<file path="src/rtl/dtoi_pkg.sv">
`timescale 1ns / 1ps
// ----------------------------------------------------------------------------
// dtoi_pkg
// Shared types and constants for the decimal text to integer unit.
// ----------------------------------------------------------------------------
package dtoi_pkg;

    // width of the converted integer
    localparam int WIDTH   = 32;
    localparam int VALUE_W = 32;

    localparam logic [7:0] CHAR_NUL   = 8'h00;
    localparam logic [7:0] CHAR_TAB   = 8'h09;
    localparam logic [7:0] CHAR_CR    = 8'h0D;
    localparam logic [7:0] CHAR_SPACE = 8'h20;
    localparam logic [7:0] CHAR_PLUS  = 8'h2B;
    localparam logic [7:0] CHAR_MINUS = 8'h2D;
    localparam logic [7:0] CHAR_ZERO  = 8'h30;
    localparam logic [7:0] CHAR_NINE  = 8'h39;

    // magnitude limit for a negative result
    localparam logic [WIDTH-1:0] LIMIT_NEG = {1'b1, {(WIDTH-1){1'b0}}};

    typedef enum logic [1:0] {
        PH_SKIP   = 2'd0,
        PH_DIGITS = 2'd1,
        PH_STOP   = 2'd2
    } phase_t;

    typedef struct packed {
        phase_t             phase;
        logic               is_negative;
        logic               overflowed;
        logic [WIDTH-1:0]   accumulator;
    } parse_state_t;

    typedef struct packed {
        logic [VALUE_W-1:0] value;
        logic               range_error;
    } parse_result_t;

    localparam parse_state_t STATE_IDLE = '{
        phase:       PH_SKIP,
        is_negative: 1'b0,
        overflowed:  1'b0,
        accumulator: '0
    };

endpackage

</file>
<file path="src/rtl/dtoi_parse.sv">
`timescale 1ns / 1ps
// ----------------------------------------------------------------------------
// dtoi_parse
// Next-state and result logic for one text byte: whitespace skip, sign,
// multiply-by-ten accumulate with overflow detect, final value at the NUL.
// ----------------------------------------------------------------------------
module dtoi_parse (
    input  logic [7:0]             char_code,
    input  dtoi_pkg::parse_state_t cur,
    output dtoi_pkg::parse_state_t nxt,
    output dtoi_pkg::parse_result_t result
);

    logic                         is_space;
    logic                         is_digit;
    logic [3:0]                   digit;
    logic [dtoi_pkg::WIDTH+3:0]   prod;
    logic                         digit_ovf;
    logic                         err;
    logic [dtoi_pkg::WIDTH-1:0]   res_full;
    dtoi_pkg::parse_state_t       with_digit;

    assign is_space = (char_code == dtoi_pkg::CHAR_SPACE)
                   || (char_code inside {[dtoi_pkg::CHAR_TAB:dtoi_pkg::CHAR_CR]});
    assign is_digit = char_code inside {[dtoi_pkg::CHAR_ZERO:dtoi_pkg::CHAR_NINE]};
    assign digit    = 4'(char_code - dtoi_pkg::CHAR_ZERO);

    // acc * 10 + d as (acc << 3) + (acc << 1) + d
    assign prod = {1'b0, cur.accumulator, 3'b000}
                + {3'b000, cur.accumulator, 1'b0}
                + (dtoi_pkg::WIDTH+4)'(digit);
    assign digit_ovf = |prod[dtoi_pkg::WIDTH+3:dtoi_pkg::WIDTH];

    always_comb
    begin
        with_digit = cur;
        if (digit_ovf)
        begin
            with_digit.overflowed = 1'b1;
            with_digit.phase      = dtoi_pkg::PH_STOP;
        end
        else
        begin
            with_digit.phase       = dtoi_pkg::PH_DIGITS;
            with_digit.accumulator = prod[dtoi_pkg::WIDTH-1:0];
        end
    end

    always_comb
    begin
        nxt = cur;
        case (cur.phase)
            dtoi_pkg::PH_SKIP:
            begin
                if (is_space)
                begin
                    nxt = cur;
                end
                else if (char_code == dtoi_pkg::CHAR_MINUS)
                begin
                    nxt.is_negative = 1'b1;
                    nxt.phase       = dtoi_pkg::PH_DIGITS;
                end
                else if (char_code == dtoi_pkg::CHAR_PLUS)
                begin
                    nxt.phase = dtoi_pkg::PH_DIGITS;
                end
                else if (is_digit)
                begin
                    nxt = with_digit;
                end
                else
                begin
                    nxt.phase = dtoi_pkg::PH_STOP;
                end
            end
            dtoi_pkg::PH_DIGITS:
            begin
                if (is_digit)
                    nxt = with_digit;
                else
                    nxt.phase = dtoi_pkg::PH_STOP;
            end
            default:
            begin
                nxt = cur;
            end
        endcase
    end

    assign err = cur.overflowed
              || (cur.is_negative && (cur.accumulator > dtoi_pkg::LIMIT_NEG));

    always_comb
    begin
        if (err)
            res_full = '1;
        else if (cur.is_negative)
            res_full = '0 - cur.accumulator;
        else
            res_full = cur.accumulator;
    end

    assign result.value       = dtoi_pkg::VALUE_W'(res_full);
    assign result.range_error = err;

endmodule

</file>
<file path="src/rtl/decimal_text_to_integer_unit.sv">
`timescale 1ns / 1ps
// ----------------------------------------------------------------------------
// decimal_text_to_integer_unit
// Converts a NUL-terminated decimal text, one byte per beat, to an integer.
// ----------------------------------------------------------------------------
// Takes one byte per clock cycle without gaps while the output side keeps up.
// A byte is registered on input and then processed by a single multiply-by-ten
// accumulate step that updates the parse state; that state loop sets the
// rate. The NUL byte produces one result beat, visible once the NUL has passed
// from the input register through the processing stage, held in an output register so
// the next text can stream in while the result waits. A stalled output only
// stalls input when a further NUL reaches the processing stage.
// ----------------------------------------------------------------------------
module decimal_text_to_integer_unit (
    input  logic        clk,
    input  logic        rst_n,
    input  logic        in_valid,
    output logic        in_ready,
    input  logic [7:0]  char_code,
    output logic        out_valid,
    input  logic        out_ready,
    output logic [31:0] value,
    output logic        range_error
);

    logic                    in_valid_reg;
    logic [7:0]              char_reg;
    dtoi_pkg::parse_state_t  state_reg;
    dtoi_pkg::parse_state_t  state_next;
    dtoi_pkg::parse_state_t  parse_nxt;
    dtoi_pkg::parse_result_t parse_res;
    logic                    out_valid_reg;
    dtoi_pkg::parse_result_t result_reg;
    logic                    is_nul;
    logic                    advance;

    assign is_nul  = (char_reg == dtoi_pkg::CHAR_NUL);
    // a terminator needs a free output slot, other bytes always go
    assign advance = in_valid_reg && (!is_nul || !out_valid_reg || out_ready);
    assign in_ready = !in_valid_reg || advance;

    dtoi_parse u_parse (
        .char_code (char_reg),
        .cur       (state_reg),
        .nxt       (parse_nxt),
        .result    (parse_res)
    );

    always_comb
    begin
        state_next = state_reg;
        if (advance)
            state_next = is_nul ? dtoi_pkg::STATE_IDLE : parse_nxt;
    end

    always_ff @(posedge clk or negedge rst_n)
    begin
        if (!rst_n)
        begin
            in_valid_reg  <= 1'b0;
            state_reg     <= dtoi_pkg::STATE_IDLE;
            out_valid_reg <= 1'b0;
        end
        else
        begin
            if (in_ready)
                in_valid_reg <= in_valid;
            state_reg <= state_next;
            if (advance && is_nul)
                out_valid_reg <= 1'b1;
            else if (out_ready)
                out_valid_reg <= 1'b0;
        end
    end

    always_ff @(posedge clk)
    begin
        if (in_ready && in_valid)
            char_reg <= char_code;
        if (advance && is_nul)
            result_reg <= parse_res;
    end

    assign out_valid   = out_valid_reg;
    assign value       = result_reg.value;
    assign range_error = result_reg.range_error;

    // an error result always carries the all-ones pattern
    assert property (@(posedge clk) disable iff (!rst_n)
        out_valid && range_error |-> value == '1)
        else $error("range error without all-ones value");

    // the terminator returns the parser to idle
    assert property (@(posedge clk) disable iff (!rst_n)
        advance && is_nul |=> state_reg.phase == dtoi_pkg::PH_SKIP
            && state_reg.accumulator == '0 && !state_reg.overflowed
            && !state_reg.is_negative)
        else $error("parser not idle after terminator");

    // a pending result is never overwritten by the next terminator
    assert property (@(posedge clk) disable iff (!rst_n)
        out_valid_reg && !out_ready && in_valid_reg && is_nul |-> !advance)
        else $error("result overwritten while stalled");

    // a waiting input byte holds until processed
    assert property (@(posedge clk) disable iff (!rst_n)
        in_valid_reg && !advance |=> in_valid_reg && $stable(char_reg))
        else $error("input stage lost a byte");

endmodule

</file>
<file path="config.mk">
export PLATFORM = sky130hd
export DESIGN_NAME = decimal_text_to_integer_unit
export DESIGN_NICKNAME = d
export VERILOG_FILES = /design/src/rtl/dtoi_pkg.sv /design/src/rtl/dtoi_parse.sv /design/src/rtl/decimal_text_to_integer_unit.sv
export SDC_FILE = /design/constraint.sdc
export NUM_CORES = 1
export LEC_CHECK = 0
export ABC_CLOCK_PERIOD_IN_PS = 11620
export BUFFER_PORTS_ARGS = -buffer_cell sky130_fd_sc_hd__buf_4
export CORE_MARGIN = 5
export CORE_UTILIZATION = 45
export DETAILED_ROUTE_END_ITERATION = 8
export HOLD_SLACK_MARGIN = 0.02
export PLACE_DENSITY = 0.6
export SYNTH_ARGS = -nofsm -noshare
export SYNTH_HDL_FRONTEND = slang
export SYNTH_SLANG_ARGS = --single-unit
</file>
<file path="constraint.sdc">
create_clock -name clk -period 11.62 [get_ports clk]
set_input_delay 0.581 -clock clk [delete_from_list [all_inputs] [get_ports clk]]
set_output_delay 0.581 -clock clk [all_outputs]
set_load 0.01 [all_outputs]
</file>
# Word-level counts from Yosys, hierarchy flattened
# Cells that the tools add are included.
[classes]
eq_ne = 8
n_mux = 15
shift = 0
n_addsub = 4
n_mul = 0
n_bitwise = 0
div = 0
n_lt_le_gt_ge = 5
reduce_logical = 22
[ops]
columns = ["operator", "count"]
rows = [
  ["$mux 36", 2],
  ["$pmux 36 s2", 1],
  ["$mux 33", 2],
  ["$mux 32", 2],
  ["$add 35x33->36", 1],
  ["$add 36x4->36", 1],
  ["$mux 34", 1],
  ["$gt 32x32->1 const B", 1],
  ["$sub 1x32->32 const A", 1],
  ["$eq 8x6->1 const B", 3],
  ["$ne 3x3->1 const B", 3],
  ["$ge 8x4->1 const B", 1],
  ["$ge 8x6->1 const B", 1],
  ["$le 8x4->1 const B", 1],
  ["$le 8x6->1 const B", 1],
  ["$logic_not 8->1", 1],
  ["$logic_and 1x1->1", 6],
  ["$mux 2", 3],
  ["$logic_or 1x1->1", 5],
  ["$reduce_and 5->1", 1],
  ["$ne 4x3->1 const B", 1],
  ["$reduce_and 4->1", 1],
  ["$reduce_or 4->1", 1],
  ["$sub 4x1->4 const B", 1],
  ["8 further kinds", 12],
]
[word_totals]
latchBits = 0
output_inout_bits = 35
mem_bits_rw = 0
mem_count = 0
inputBits = 12
word_cells = 63
ff_bits = 79
romBits = 0

# Logic depth before layout (Yosys ltp)
[depth]
word_depth = 10
ltp_mapped = 13
mapped_depth_nobuf = 12

# Cells and area by module
# Synthesis repeated with hierarchy kept, for this count alone.
[hier_totals]
hier_cells = 673
area_unflattened_um2 = 6625.1
[modules_own_cells]
columns = ["module", "area_each_um2", "cells_per_inst", "seq_area_each_um2", "instances"]
rows = [
  ["dtoi_parse", 3902.5, 535, 0.0, 1],
  ["decimal_text_to_integer_unit", 2722.6, 138, 2182.1, 1],
]

# Worst setup path before layout
# OpenSTA, ideal clock, no wires.
[synth_path]
path_type = "register to register"
from = "register state_reg[2] (netlist bit)"
to = "register state_reg[2] (netlist bit)"
setup_slack_ps = 7807
t_required_ps = 11495
stages_incl_launch_ff = 14
path_buffers = 1
period_less_slack_ps = 3813
t_arrival_ps = 3688
setup_ps = 125
cell_sequence = "dfrtp_1 > inv_1 > fa_1 > inv_1 > ha_1 > a211oi_1 > o211ai_1 > a311oi_1 > o211ai_1 > o41ai_1 > o221ai_1 > a21oi_1 > buf_2 > mux2_2"
[synth_via]
elab_chain_cells = 10
[synth_rtl]
columns = ["item", "line_no", "rtl"]
rows = [
  ["start, declared", "decimal_text_to_integer_unit.sv:28", "dtoi_pkg::parse_state_t state_reg;"],
  ["start signal, assigned", "decimal_text_to_integer_unit.sv:61", "state_reg <= dtoi_pkg::STATE_IDLE;"],
  ["start signal, assigned", "decimal_text_to_integer_unit.sv:68", "state_reg <= state_next;"],
  ["$add 35x33->36", "dtoi_parse.sv:30", "+ {3'b000, cur.accumulator, 1'b0}"],
  ["$add 36x4->36", "dtoi_parse.sv:31", "+ (dtoi_pkg::WIDTH+4)'(digit);"],
  ["$reduce_or 4->1", "dtoi_parse.sv:32", "assign digit_ovf = |prod[dtoi_pkg::WIDTH+3:dtoi_pkg::WIDTH];"],
  ["$mux 32", "dtoi_parse.sv:37", "if (digit_ovf)"],
  ["$mux 33 *", "dtoi_parse.sv:68, dtoi_parse.sv:79", ""],
  ["$mux 34", "dtoi_parse.sv:64", "else if (char_code == dtoi_pkg::CHAR_PLUS)"],
  ["$mux 33", "dtoi_parse.sv:59", "else if (char_code == dtoi_pkg::CHAR_MINUS)"],
  ["$mux 36", "dtoi_parse.sv:55", "if (is_space)"],
  ["$pmux 36 s2 *", "dtoi_parse.sv:52", "case (cur.phase)"],
  ["$mux 36 *", "decimal_text_to_integer_unit.sv:53", "state_next = is_nul ? dtoi_pkg::STATE_IDLE : parse_nxt;"],
]
# Every way passes the cells marked *; elsewhere a longest branch is shown, timed or not. The select of a mux whose other input is x is not followed.
# A chain may end at the register's enable or synchronous reset.

# Worst setup path after layout
# Same ends and word-level chain as after synthesis.

==> impl_metrics.toml <==
[clocking]
clock_latency_ns = 0.35
cts_resized = 0
cts.sink_count = 79
cts_setup_buffers = 0
cts_tree = "done"
clockBufferDepth = 2
cts.htree.levels = 3
clkTransAtPathRegs_ns = 0.06
cts_hold_buffers = 0
root_buffer = "clkbuf_16"
cts_made_buffers = 9

[yosys]
yosysTopAreaCell = "edfxtp_1"
synth-seq-cells = 79
ys_top_cells_by_count = "120 x nand2_1, 64 x ha_1, 41 x edfxtp_1, 40 x a21oi_1"
synthTopCellsByArea = "edfxtp_1 20%, dfrtp_1 16%, ha_1 13%"
synth.most_common_cell = "nand2_1"
syn_area_sq_um = 6070
synthArstFlopShare_pct = 48.1
synth_nets = 732
syn_inst = 654
netlist-cell-type-count = 58
synth_warnings = 0
avgSynthCellArea_sq_um = 9.28
synth_flop_cell = "edfxtp_1"
ys_seq_area_share_pct = 35.9
synth.top_cell.area_share_pct = 20.3
synth-edff-count = 41

[pwr]
p_leak_nw = 3.20
pwr_density_cell_nw_per_um2 = 99.4
p_switching_mw = 0.164
pwr-share-clk_pct = 43.9
seq_power_share_pct = 45.0
p_int_mw = 0.522
combPwrFrac_pct = 11.1
p_total_mw = 0.686
p_sw_share_pct = 23.9
vdd_ir_drop_max_mv = 0.0748

[timing]
setup_viol_count_final = 0
tns_ns = 0
max_slew.worst_pin.slew_ns = 0.920
hold_slack_ns = 0.207
maxSlewHeadroom_pct = 38.7
period_needed_ns = 4.63
slew_viol_final = 0
hold_viol_final = 0
fmax_mhz = 216
final.setup_skew_ns = 0.00724
fin_crit_sh_pct = 39.8
rsz0062_at_grt = "no"

[placed_design]
numPortBuffers = 46
place_hpwl_mm = 10.4
routabilityCongestion = 0.871

[worst_setup_path]
reg2reg_slack_ns = 6.99
crit_required_ns = 11.85
critPathLaunchType = "flip-flop"
worstPathArrival_ns = 4.85
crit_path_end_kind = "flip-flop"
crit_path_max_fanout = 27
crit_type = "reg2reg"

[grt]
antenna_found_initial = 0
grt_pass1_vias = 4867
gr-usage-all-layers_pct = 18.3
grt_overflow_total = 0
grt_pass1_wl_mm = 23.9
grt_max_degree = 39

[status]
status = "complete, no violations"

[floorplanning]
die_h_um = 126
num_rows = 42
io_pins = 47
die-width_um = 126
die_area_sq_um = 15900
start_util_pct = 45.8
core_area_sq_um = 13200

[final_layout]
antenna_cells = 0
area_growth_pct = 13.7
drive_gt1_share_pct = 11.7
finalNetCount = 771
largest_reg_flops = 36

[route]
vias = 4943
wl_per_cell_um = 16.1
drt_iter0_drc = 290
wl_mm = 14.1
remaining_drc_errors = 0
first_pass_iters = 4
antenna_left = 0
vias_per_cell = 5.66

[flow_run]
maxCapViolCount = 0

[min_path]
hold_path.class = "in2async"
==> per-stage QoR <==
step	std cells	instance area [sq um]	setup slack, ns	utilization [%]
after floorplan	654	6070	7.81	-
after CTS	874	6900	6.98	52.1
final	874	6900	6.99	52.1
after detailed placement	858	6600	6.98	49.8
after global routing	874	6900	6.72	52.1
after global placement	858	6600	7.20	49.8
==> cell usage in the layout (no fill, tap or decap), types with 13 or more instances in the layout <==
| cell type | n |
|---|---|
| nand3_1 | 13 |
| or3_1 | 13 |
| ha_1 | 64 |
| nor3_1 | 15 |
| buf_4 | 52 |
| mux2i_1 | 29 |
| xor2_1 | 38 |
| nor2_1 | 24 |
| nand2_1 | 120 |
| o21ai_0 | 37 |
| a21oi_1 | 39 |
| inv_1 | 16 |
| edfxtp_1 | 41 |
| dfrtp_1 | 38 |
==> kinds of logic after synthesis <==
kind of cell | after synthesis | synth area share [%]
AOI/OAI and AO/OA | 164 | 18.0
buffers and inverters | 41 | 2.66
muxes | 32 | 5.34
DFF | 79 | 35.9
xor gates and xnor gates | 49 | 7.07
and+or+nand+nor | 223 | 17.1
adders and majority gates | 66 | 13.9
==> power by group through the flow <==
| stage | combinational, mW | clock [mW] | sequential, mW |
|---|---|---|---|
| 2_1_floorplan | 0.0555 | 0 | 0.312 |
| 3_3_place_gp | 0.0733 | 0 | 0.313 |
| 3_5_place_dp | 0.0768 | 0 | 0.314 |
| 4_1_cts | 0.0778 | 0.306 | 0.308 |
| 5_1_grt | 0.0877 | 0.319 | 0.309 |
| 6_report | 0.0764 | 0.301 | 0.308 |
==> worst paths after layout <==
path | from | depth (start not counted) | to
setup / recovery | state_reg[2]$_DFFE_PN0P_ | 13 | state_reg[2]$_DFFE_PN0P_
hold / removal | rst_n | 1 | state_reg[1]$_DFFE_PN0P_
setup reg to reg | state_reg[2]$_DFFE_PN0P_ | 13 | state_reg[2]$_DFFE_PN0P_
hold reg to reg | state_reg[32]$_DFFE_PN0P_ | 2 | state_reg[32]$_DFFE_PN0P_
max in group asynchronous | rst_n | 1 | state_reg[14]$_DFFE_PN0P_
min in group clk | char_code[1] | 1 | char_reg[1]$_DFFE_PP_
==> per-layer routing <==
metal | up-vias | wire (um) | GRT usage [%] | share of wire (%)
li1 | 2502 | - | - | -
met1 | 2332 | 6700 | 24.4 | 47
met2 | 95 | 6520 | 29.1 | 46
met3 | 14 | 646 | 3.94 | 4.6
met4 | 0 | 255 | 7.32 | 1.8
met5 | - | 0 | 0 | 0
==> final cells by class <==
type / instances / area, sq um
Clock buffer: 12 / 236
Clock inverter: 4 / 72.6
Fill cell: 1247 / 6340
Inverter: 17 / 63.8
Multi-Input combinational cell: 534 / 3740
Sequential cell: 79 / 2180
Tap cell: 176 / 220
Timing Repair Buffer: 52 / 390
==> worst max-delay path: stages, from the launching register on <==
cell and delay (ns):
dfrtp_1 0.47, inv_1 0.11, fa_1 0.50, inv_1 0.07
ha_1 0.32, a211oi_1 0.29, o211ai_1 0.15, a311oi_1 0.51
a311oi_1 0.26, a21oi_1 0.30, o221ai_1 0.25, a21oi_4 0.36
buf_4 0.50, mux2_2 0.39
Note: power is estimated with default switching activity, not from simulation.
